[src/hw/rtl/mpq_pkg.sv]
`timescale 1ns / 1ps
// ----------------------------------------------------------------------------
// mpq_pkg
// Types and constants shared by the priority queue top level and its cells.
// ----------------------------------------------------------------------------
package mpq_pkg;

	localparam int Capacity = 16;
	localparam int CntW     = $clog2(Capacity + 1);

	localparam logic [1:0] ST_INSERTED = 2'd0;
	localparam logic [1:0] ST_REMOVED  = 2'd1;
	localparam logic [1:0] ST_EMPTY    = 2'd2;
	localparam logic [1:0] ST_FULL     = 2'd3;

	localparam logic FUNC_INSERT = 1'b0;
	localparam logic FUNC_REMOVE = 1'b1;

	typedef struct packed {
		logic        func;
		logic [7:0]  priority_req;
		logic [15:0] process_id;
	} req_t;

	typedef struct packed {
		logic [1:0]  status;
		logic [7:0]  out_priority;
		logic [15:0] out_process_id;
		logic [4:0]  entry_count;
	} rsp_t;

	typedef struct packed {
		logic [7:0]  prio;
		logic [15:0] pid;
	} entry_t;

	// Operation broadcast to every cell of the chain.
	typedef struct packed {
		logic ins;
		logic rem;
	} cell_ctrl_t;

endpackage

[src/hw/rtl/mpq_cell.sv]
`timescale 1ns / 1ps
// ----------------------------------------------------------------------------
// mpq_cell
// One slot of the sorted chain: holds an entry, shifts towards the tail on an
// insert above it and towards the head on a removal.
// ----------------------------------------------------------------------------
module mpq_cell (
	input  logic               clk,
	input  mpq_pkg::cell_ctrl_t ctrl,
	input  mpq_pkg::entry_t    new_entry,
	input  logic               occupied,
	input  logic               head_ge,
	input  mpq_pkg::entry_t    head_entry,
	input  mpq_pkg::entry_t    tail_entry,
	output logic               ge,
	output mpq_pkg::entry_t    entry
);

	mpq_pkg::entry_t entry_q;

	// The new entry belongs at or above this slot when the slot is empty or
	// holds a priority no larger than the new one.
	assign ge    = !occupied || (new_entry.prio >= entry_q.prio);
	assign entry = entry_q;

	always_ff @(posedge clk) begin
		if (ctrl.ins) begin
			if (head_ge) begin
				entry_q <= head_entry;
			end else if (ge) begin
				entry_q <= new_entry;
			end
		end else if (ctrl.rem) begin
			entry_q <= tail_entry;
		end
	end

endmodule

[src/hw/rtl/max_priority_queue.sv]
`timescale 1ns / 1ps
// ----------------------------------------------------------------------------
// max_priority_queue
// Bounded max-priority queue of process entries built as a chain of cells.
// ----------------------------------------------------------------------------
// The queue holds up to sixteen entries of an 8-bit priority and a 16-bit
// process id in a row of cells kept sorted with the largest priority at the
// head. An insert beat places the new entry above every entry of equal
// priority, so among equal maxima the newest leaves first; a remove beat pops
// the head cell. Every request beat yields exactly one response beat carrying
// a status, the removed entry (zero on inserts and failed removals) and the
// number of entries held afterwards. On each request, every cell compares its
// own priority with the new one and shifts in step with its neighbours, and
// the response is registered, so one beat follows another in every cycle
// while the response side keeps taking beats. A new request is accepted
// while the response register is empty or being drained. No clearing pass
// follows reset; cells above the fill count are never read.
// ----------------------------------------------------------------------------
module max_priority_queue (
	input  logic           clk,
	input  logic           arst_n,
	input  logic           req_valid,
	output logic           req_ready,
	input  mpq_pkg::req_t  req,
	output logic           rsp_valid,
	input  logic           rsp_ready,
	output mpq_pkg::rsp_t  rsp
);

	localparam int N = mpq_pkg::Capacity;
	localparam int W = mpq_pkg::CntW;

	logic [W-1:0]        count_q;
	logic                rsp_valid_q;
	mpq_pkg::rsp_t       rsp_q;

	logic                acc;
	logic                is_full;
	logic                is_empty;
	mpq_pkg::cell_ctrl_t ctrl;
	mpq_pkg::entry_t     new_entry;
	mpq_pkg::entry_t     cell_entry [N];
	logic                cell_ge    [N];
	logic [W-1:0]        count_next;
	mpq_pkg::rsp_t       rsp_next;

	// The output register frees up in the same cycle it is drained.
	assign req_ready = !rsp_valid_q || rsp_ready;
	assign acc       = req_valid && req_ready;
	assign is_full   = (count_q == W'(N));
	assign is_empty  = (count_q == '0);

	assign new_entry.prio = req.priority_req;
	assign new_entry.pid  = req.process_id;

	// Cells only move when the operation actually changes the contents.
	assign ctrl.ins = acc && (req.func == mpq_pkg::FUNC_INSERT) && !is_full;
	assign ctrl.rem = acc && (req.func == mpq_pkg::FUNC_REMOVE) && !is_empty;

	// The chain: cell zero is the head and holds the maximum.
	for (genvar i = 0; i < N; i++) begin : g_cell
		logic            head_ge;
		mpq_pkg::entry_t head_entry;
		mpq_pkg::entry_t tail_entry;

		if (i == 0) begin : g_head
			assign head_ge    = 1'b0;
			assign head_entry = new_entry;
		end else begin : g_body
			assign head_ge    = cell_ge[i-1];
			assign head_entry = cell_entry[i-1];
		end

		if (i == N - 1) begin : g_tail
			assign tail_entry = cell_entry[i];
		end else begin : g_link
			assign tail_entry = cell_entry[i+1];
		end

		mpq_cell u_cell (
			.clk        (clk),
			.ctrl       (ctrl),
			.new_entry  (new_entry),
			.occupied   (count_q > W'(i)),
			.head_ge    (head_ge),
			.head_entry (head_entry),
			.tail_entry (tail_entry),
			.ge         (cell_ge[i]),
			.entry      (cell_entry[i])
		);
	end

	always_comb begin
		count_next              = count_q;
		rsp_next.out_priority   = '0;
		rsp_next.out_process_id = '0;
		if (req.func == mpq_pkg::FUNC_INSERT) begin
			if (is_full) begin
				rsp_next.status = mpq_pkg::ST_FULL;
			end else begin
				rsp_next.status = mpq_pkg::ST_INSERTED;
				count_next      = count_q + W'(1);
			end
		end else begin
			if (is_empty) begin
				rsp_next.status = mpq_pkg::ST_EMPTY;
			end else begin
				rsp_next.status         = mpq_pkg::ST_REMOVED;
				rsp_next.out_priority   = cell_entry[0].prio;
				rsp_next.out_process_id = cell_entry[0].pid;
				count_next              = count_q - W'(1);
			end
		end
		rsp_next.entry_count = 5'(count_next);
	end

	always_ff @(posedge clk or negedge arst_n) begin
		if (!arst_n) begin
			count_q     <= '0;
			rsp_valid_q <= 1'b0;
		end else begin
			if (acc) begin
				count_q     <= count_next;
				rsp_valid_q <= 1'b1;
			end else if (rsp_ready) begin
				rsp_valid_q <= 1'b0;
			end
		end
	end

	always_ff @(posedge clk) begin
		if (acc) begin
			rsp_q <= rsp_next;
		end
	end

	assign rsp_valid = rsp_valid_q;
	assign rsp       = rsp_q;

	// The fill count never passes the number of cells.
	a_count_bound: assert property (@(posedge clk) disable iff (!arst_n)
		count_q <= W'(N))
		else $error("fill count above capacity");

	// Every accepted request leaves a response waiting in the next cycle.
	a_rsp_follows: assert property (@(posedge clk) disable iff (!arst_n)
		acc |=> rsp_valid)
		else $error("accepted request produced no response");

	// An insert into a full queue is flagged and leaves the count alone.
	a_full_reject: assert property (@(posedge clk) disable iff (!arst_n)
		(acc && req.func == mpq_pkg::FUNC_INSERT && is_full)
		|=> (rsp.status == mpq_pkg::ST_FULL) && $stable(count_q))
		else $error("insert into full queue not rejected");

	// The head cell holds a priority no smaller than its neighbour.
	a_head_sorted: assert property (@(posedge clk) disable iff (!arst_n)
		(count_q >= W'(2)) |-> (cell_entry[0].prio >= cell_entry[1].prio))
		else $error("head of chain out of order");

endmodule
[config.mk]
export PLATFORM = sky130hd
export DESIGN_NAME = max_priority_queue
export DESIGN_NICKNAME = d
export VERILOG_FILES = /design/src/hw/rtl/mpq_pkg.sv /design/src/hw/rtl/mpq_cell.sv /design/src/hw/rtl/max_priority_queue.sv
export SDC_FILE = /design/constraint.sdc
export NUM_CORES = 1
export LEC_CHECK = 0
export BUFFER_PORTS_ARGS = -buffer_cell sky130_fd_sc_hd__buf_4
export CAP_MARGIN = 20
export CORE_UTILIZATION = 51
export CTS_BUF_LIST = sky130_fd_sc_hd__clkbuf_2 sky130_fd_sc_hd__clkbuf_4 sky130_fd_sc_hd__clkbuf_8
export DETAILED_ROUTE_END_ITERATION = 16
export PLACE_DENSITY = 0.78
export SLEW_MARGIN = 20
export SYNTH_ARGS = -nofsm -noshare
export SYNTH_HDL_FRONTEND = slang
export SYNTH_SLANG_ARGS = --single-unit
[constraint.sdc]
create_clock -name clk -period 5.85 [get_ports clk]
set_input_delay 0.585 -clock clk [delete_from_list [all_inputs] [get_ports clk]]
set_output_delay 0.585 -clock clk [all_outputs]
set_load 0.01 [all_outputs]
# --- Yosys cells after proc, flatten, opt, wreduce, memory -nomap -nowiden ---
# Cells that the tools add are included.
word_totals:
  out_inout_bits: 33
  ff_bits: 421
classes:
  eq_ne: 16
  n_lt_le_gt_ge: 32
  bitwise: 1
  add_sub_neg: 2
  n_reduce_logical: 62
  muxes: 69
ops:
  columns: ["op", "count"]
  rows:
  - ["24-bit 2-to-1 mux", 61]
  - ["8-bit greater-or-equal comparator", 16]
  - ["3-bit by 1-bit != test with 1-bit output (second input constant)", 14]
  - ["5-bit by 4-bit > comparator with 1-bit output (second input constant)", 8]
  - ["2-bit AND reduction", 16]
  - ["5-bit by 3-bit > comparator with 1-bit output (second input constant)", 4]
  - ["1-bit zero test", 19]
  - ["1-bit logical OR", 17]
  - ["5-bit 2-to-1 mux", 3]
  - ["5-bit by 1-bit > comparator with 1-bit output (second input constant)", 2]
  - ["5-bit by 2-bit > comparator with 1-bit output (second input constant)", 2]
  - ["2-bit 2-to-1 mux", 3]
  - ["2-bit nonzero test", 3]
  - ["5-bit by 1-bit adder with 5-bit output (second input constant)", 1]
  - ["5-bit equality test (second input constant)", 1]
  - ["1-bit logical AND", 5]
  - ["5-bit zero test", 1]
  - ["5-bit by 1-bit subtractor with 5-bit output (second input constant)", 1]
  - ["1-bit 2-to-1 mux", 2]
  - ["2-bit by 1-bit != test with 1-bit output (second input constant)", 1]
  - ["2-bit OR reduction", 1]
  - ["1-bit inverter", 1]

# --- Logic depth before layout (Yosys ltp) ---
depth:
  depth_word: 7
  mapped_depth: 11
  mapped_depth_nobuf: 8

# --- Hierarchy ---
# A second synthesis with hierarchy kept.
hier_totals:
  cells_unflattened: 2344
  hier_area_um2: 25738.4
by_module_without_submodules:
  columns: ["mod", "n_inst", "area_per_inst_um2", "cells_each"]
  rows:
  - ["mpq_cell at g_cell[0].u_cell ...", 12, 1488.9, 136]
  - ["mpq_cell at g_cell[6].u_cell ...", 4, 1493.9, 136]
  - ["max_priority_queue", 1, 1895.6, 168]

# --- Worst setup path before layout ---
# No wires, ideal clock.
synth_path:
  path_kind: "input to register"
  startpoint: "in rsp_ready"
  endpoint: "reg g_cell[15].u_cell.entry_q (netlist bit g_cell[15].u_cell.entry[0]) (enable)"
  stages: 8
  arrival_time_ps: 3985
  t_required_ps: 5430
  setup_slack_ps: 1446
  path_cell_list: "nand2b_1 and2_1 clkbuf_1 nand2_1 buf_2 clkbuf_1 clkbuf_1 a31oi_1"
synth_between:
  elab_chain_cells: 5
synth_lines:
  columns: ["item", "line", "rtl"]
  rows:
  - ["from (decl)", "max_priority_queue.sv:26", "input logic rsp_ready,"]
  - ["1-bit logical OR", "max_priority_queue.sv:48", "assign req_ready = !rsp_valid_q || rsp_ready;"]
  - ["1-bit logical AND", "max_priority_queue.sv:49", "assign acc = req_valid && req_ready;"]
  - ["net acc", "max_priority_queue.sv:37", "logic acc;"]
  - ["1-bit logical AND (2 in a row)", "max_priority_queue.sv:57", "assign ctrl.ins = acc && (req.func == mpq_pkg::FUNC_INSERT) && !is_full;"]
  - ["2-bit AND reduction (no line)", null, null]
  - ["to (signal assigned)", "mpq_cell.sv:29", "entry_q <= head_entry;"]
  - ["to (signal assigned)", "mpq_cell.sv:31", "entry_q <= new_entry;"]
  - ["to (signal assigned)", "mpq_cell.sv:34", "entry_q <= tail_entry;"]
  - ["to (decl)", "mpq_cell.sv:19", "mpq_pkg::entry_t entry_q;"]
# The timed path passes the listed nets, and every way through them passes these cells.
# A chain may end at the register's enable or synchronous reset.

# --- Worst setup path after layout ---
layout_path:
  startpoint: "reg count_q[0]"
  endpoint: "reg g_cell[13].u_cell.entry_q (netlist bit g_cell[13].u_cell.entry[8]) (data pin)"
layout_between:
  elab_chain_cells: 5
  word_cells_on_any_way: 8
  cone_classes: "order compare: 1; eq/ne: 1; mux: 2; reduce/logical: 4"
layout_lines:
  columns: ["item", "line", "rtl"]
  rows:
  - ["from (decl)", "max_priority_queue.sv:33", "logic [W-1:0] count_q;"]
  - ["from (signal assigned)", "max_priority_queue.sv:123", "count_q <= count_next;"]
  - ["5-bit by 4-bit > comparator with 1-bit output", "max_priority_queue.sv:84", ".occupied (count_q > W'(i)),"]
  - ["1-bit zero test", "mpq_cell.sv:23", "assign ge = !occupied || (new_entry.prio >= entry_q.prio);"]
  - ["1-bit logical OR", "mpq_cell.sv:23", null]
  - ["24-bit 2-to-1 mux", "mpq_cell.sv:28", "if (head_ge) begin"]
  - ["24-bit 2-to-1 mux *", "mpq_cell.sv:27", "if (ctrl.ins) begin"]
  - ["to (signal assigned)", "mpq_cell.sv:29", null]
  - ["to (signal assigned)", "mpq_cell.sv:31", null]
  - ["to (signal assigned)", "mpq_cell.sv:34", null]
  - ["to (decl)", "mpq_cell.sv:19", null]
# Mark *: on every way between the ends. The rest lies on a longest branch, timed or not.

==> impl_metrics.json <==
{
  "fmax_mhz": 286,
  "antenna_found_initial": 2,
  "fin_skew_ns": 0.0351,
  "cts_buffers": 70,
  "row_count": 78,
  "synthCells": 2188,
  "areaGrowthSynthToFinish_pct": 9.95,
  "ir_drop_mv": 0.257,
  "die_w_um": 218,
  "fin_tns_setup_ns": 0,
  "layout.nets": 2364,
  "initial_core_util_pct": 52.1,
  "clk_pin_slew_worst_paths_ns": 0.06,
  "die-area_um2": 47500,
  "cp_max_fo": 75,
  "synth_area_per_cell_um2": 10.9,
  "multi_input_area_um2": 10200,
  "cts.sinks": 421,
  "whs_path_depth": 2,
  "ys_top_cells_by_count": "edfxtp_1 (415), nand2_1 (265), mux2i_1 (258), nor2_1 (175), o21ai_0 (164)",
  "ys_async_sr_fraction_pct": 1.43,
  "synthFlopType": "edfxtp_1",
  "grt_overflow": 0,
  "rr_endpoint": "g_cell[13].u_cell.entry[8]",
  "powerDensity_nw_per_um2": 371,
  "synthesis.nets": 2351,
  "portBuffers": 61,
  "syn_area_um2": 23800,
  "die_h_um": 218,
  "hold_viol_final": 0,
  "synth-seq-cells": 421,
  "slew_headroom_pct": 35.2,
  "arrival_ns": 3.96,
  "vias_per_cell": 6.03,
  "drc_errors": 0,
  "rsz0062_at_grt": "no",
  "yosysTopAreaCellShare_pct": 52.4,
  "r2r-start": "count_q[0]",
  "drive_above_1_share_pct": 12.3,
  "cp.required_ns": 6.31,
  "status": "completed",
  "period_needed_ns": 3.49,
  "p_leak_uw": 0.0108,
  "hold_path.class": "in -> reg",
  "clk-insertion-delay-late_ns": 0.65,
  "tightestPinTransition_ns": 0.959,
  "dr.pass1.iters": 5,
  "tritoncts": "yes",
  "setup_violations": 0,
  "drt_iter0_drc": 1351,
  "start_kind": "flop",
  "grt_pass1_wl_um": 92300,
  "yosysTopAreaCell": "edfxtp_1",
  "ios": 62,
  "reg2regPathDepth": 8,
  "dp_hpwl_um": 40700,
  "synth-edff-count": 415,
  "rrSetupSlack_ns": 2.36,
  "dp_cells": 2727,
  "grtUsageTotal_pct": 24.7,
  "min_to": "rsp_valid",
  "cap_viol_max_count": 0,
  "htree_levels": 3,
  "min-delay-start": "req_valid",
  "endpoint_kind": "flop",
  "yosysWarnings": 0,
  "critical_path_class": "reg -> reg",
  "core_area_um2": 45700,
  "synth.most_common_cell": "edfxtp_1",
  "ys_seq_area_share_pct": 53.0,
  "ant_nets": 0,
  "gp_congestion": 0.901,
  "wl_per_cell_um": 20.6,
  "clockBufferDepth": 3,
  "drt_wl_total_um": 58800,
  "ys_top_cells_by_area": "edfxtp_1 (52%), mux2i_1 (11%), ha_1 (7.0%)",
  "grt_max_degree": 218,
  "drv_slew": 0,
  "cts_root_buf": "clkbuf_8",
  "synth.distinct_cells": 54,
  "fin_cells": 2855,
  "grt_pass1_vias": 17600,
  "num_vias": 17200,
  "fillers": 3754,
  "regArea_um2": 12600,
  "period_share_pct": 59.7
}
[per-layer routing]
metal | global-route usage (%) | share of wire (%) | vias to the layer above
met3 | 4.35 | 6.5 | 146
met5 | 0 | 0 | -
met4 | 10.3 | 3.4 | 0
met1 | 31.3 | 41 | 8387
met2 | 41.5 | 49 | 679
li1 | - | - | 8012
[metrics by stage]
step           setup slack, ns  power, uW  hold WS (ns)  util [%]  area (um^2)
4_1_cts                   2.35       9680         0.124      57.2        26100
2_1_floorplan             1.45       6370         0.289         -        23800
3_5_place_dp              1.87       7130         0.402      54.2        24800
6_report                  2.36       9710         0.153      57.3        26200
5_1_grt                   2.10      10200         0.121      57.2        26100
3_3_place_gp              2.00       7010         0.398      54.2        24800
[cells by family after synthesis]
group | count (synthesis) | synth area share [%]
AND/OR/NAND/NOR | 592 | 10.5
AO/OA/AOI/OAI | 475 | 12.0
flip-flops | 421 | 53.0
multiplexers | 285 | 12.3
buffers and inverters | 278 | 5.02
adder cells (fa/ha/maj) | 134 | 7.05
XOR/XNOR | 3 | 0.110
[registers in the layout, indices dropped and copies added (netlist names)]
signal and cells:
g_cell.u_cell.entry 384, rsp 31, count_q 5, rsp_valid 1
[cell usage in the layout, fill, tap and decap left out, types with 76 or more instances in the layout]
| cell type | n |
|---|---|
| buf_4 | 99 |
| edfxtp_1 | 415 |
| nand2_1 | 264 |
| inv_1 | 116 |
| a21oi_1 | 150 |
| o21ai_0 | 164 |
| mux2i_1 | 258 |
| nand3_1 | 76 |
| ha_1 | 134 |
| nor2_1 | 174 |
[critical path: stages (launching register included)]
cell and delay, ns:
dfrtp_1 0.58, inv_1 0.17, ha_1 0.29, a31oi_1 0.18, buf_4 0.28, and2_4 0.70, buf_4 0.52, nand2_1 0.31
o211ai_1 0.24
[layout make-up]
cell class | instances | area share (%)
clock buffers | 92 | 4.36
well taps | 600 | 2.87
flip-flops and latches | 421 | 48.2
multi-input cells | 1489 | 39.0
inverters | 116 | 1.66
diodes | 2 | 0.0191
repair buffers | 103 | 3.14
clock inverters | 32 | 0.746
[where the power goes]
part	switching, uW	total (uW)	leakage [uW]	internal, uW
combinational	1810	3020	0.00613	1210
sequential	259	4120	0.00397	3860
clock	1240	2570	0.000715	1330
[what timing repair did]
item                       in CTS  in global routing
setup buffers                   0                  0
hold endpoints to repair        6                  0
setup endpoints to repair       0                  0
hold buffers                    1                  0
gates resized for setup         0                  0
[how the worst max path moves through the flow]
stage | to | cells past startpoint | slack [ns] | start
5_1_grt | g_cell[13].u_cell.entry[5] | 8 | 2.10 | count_q[0]
2_1_floorplan | g_cell[15].u_cell.entry[0] | 8 | 1.45 | rsp_ready
4_1_cts | g_cell[13].u_cell.entry[8] | 8 | 2.35 | count_q[0]
3_3_place_gp | g_cell[12].u_cell.entry[10] | 10 | 2.00 | req[16]
3_5_place_dp | g_cell[15].u_cell.entry[13] | 10 | 1.87 | req[16]
6_report | g_cell[13].u_cell.entry[8] | 8 | 2.36 | count_q[0]
Note: power is estimated with default switching activity, not from simulation.
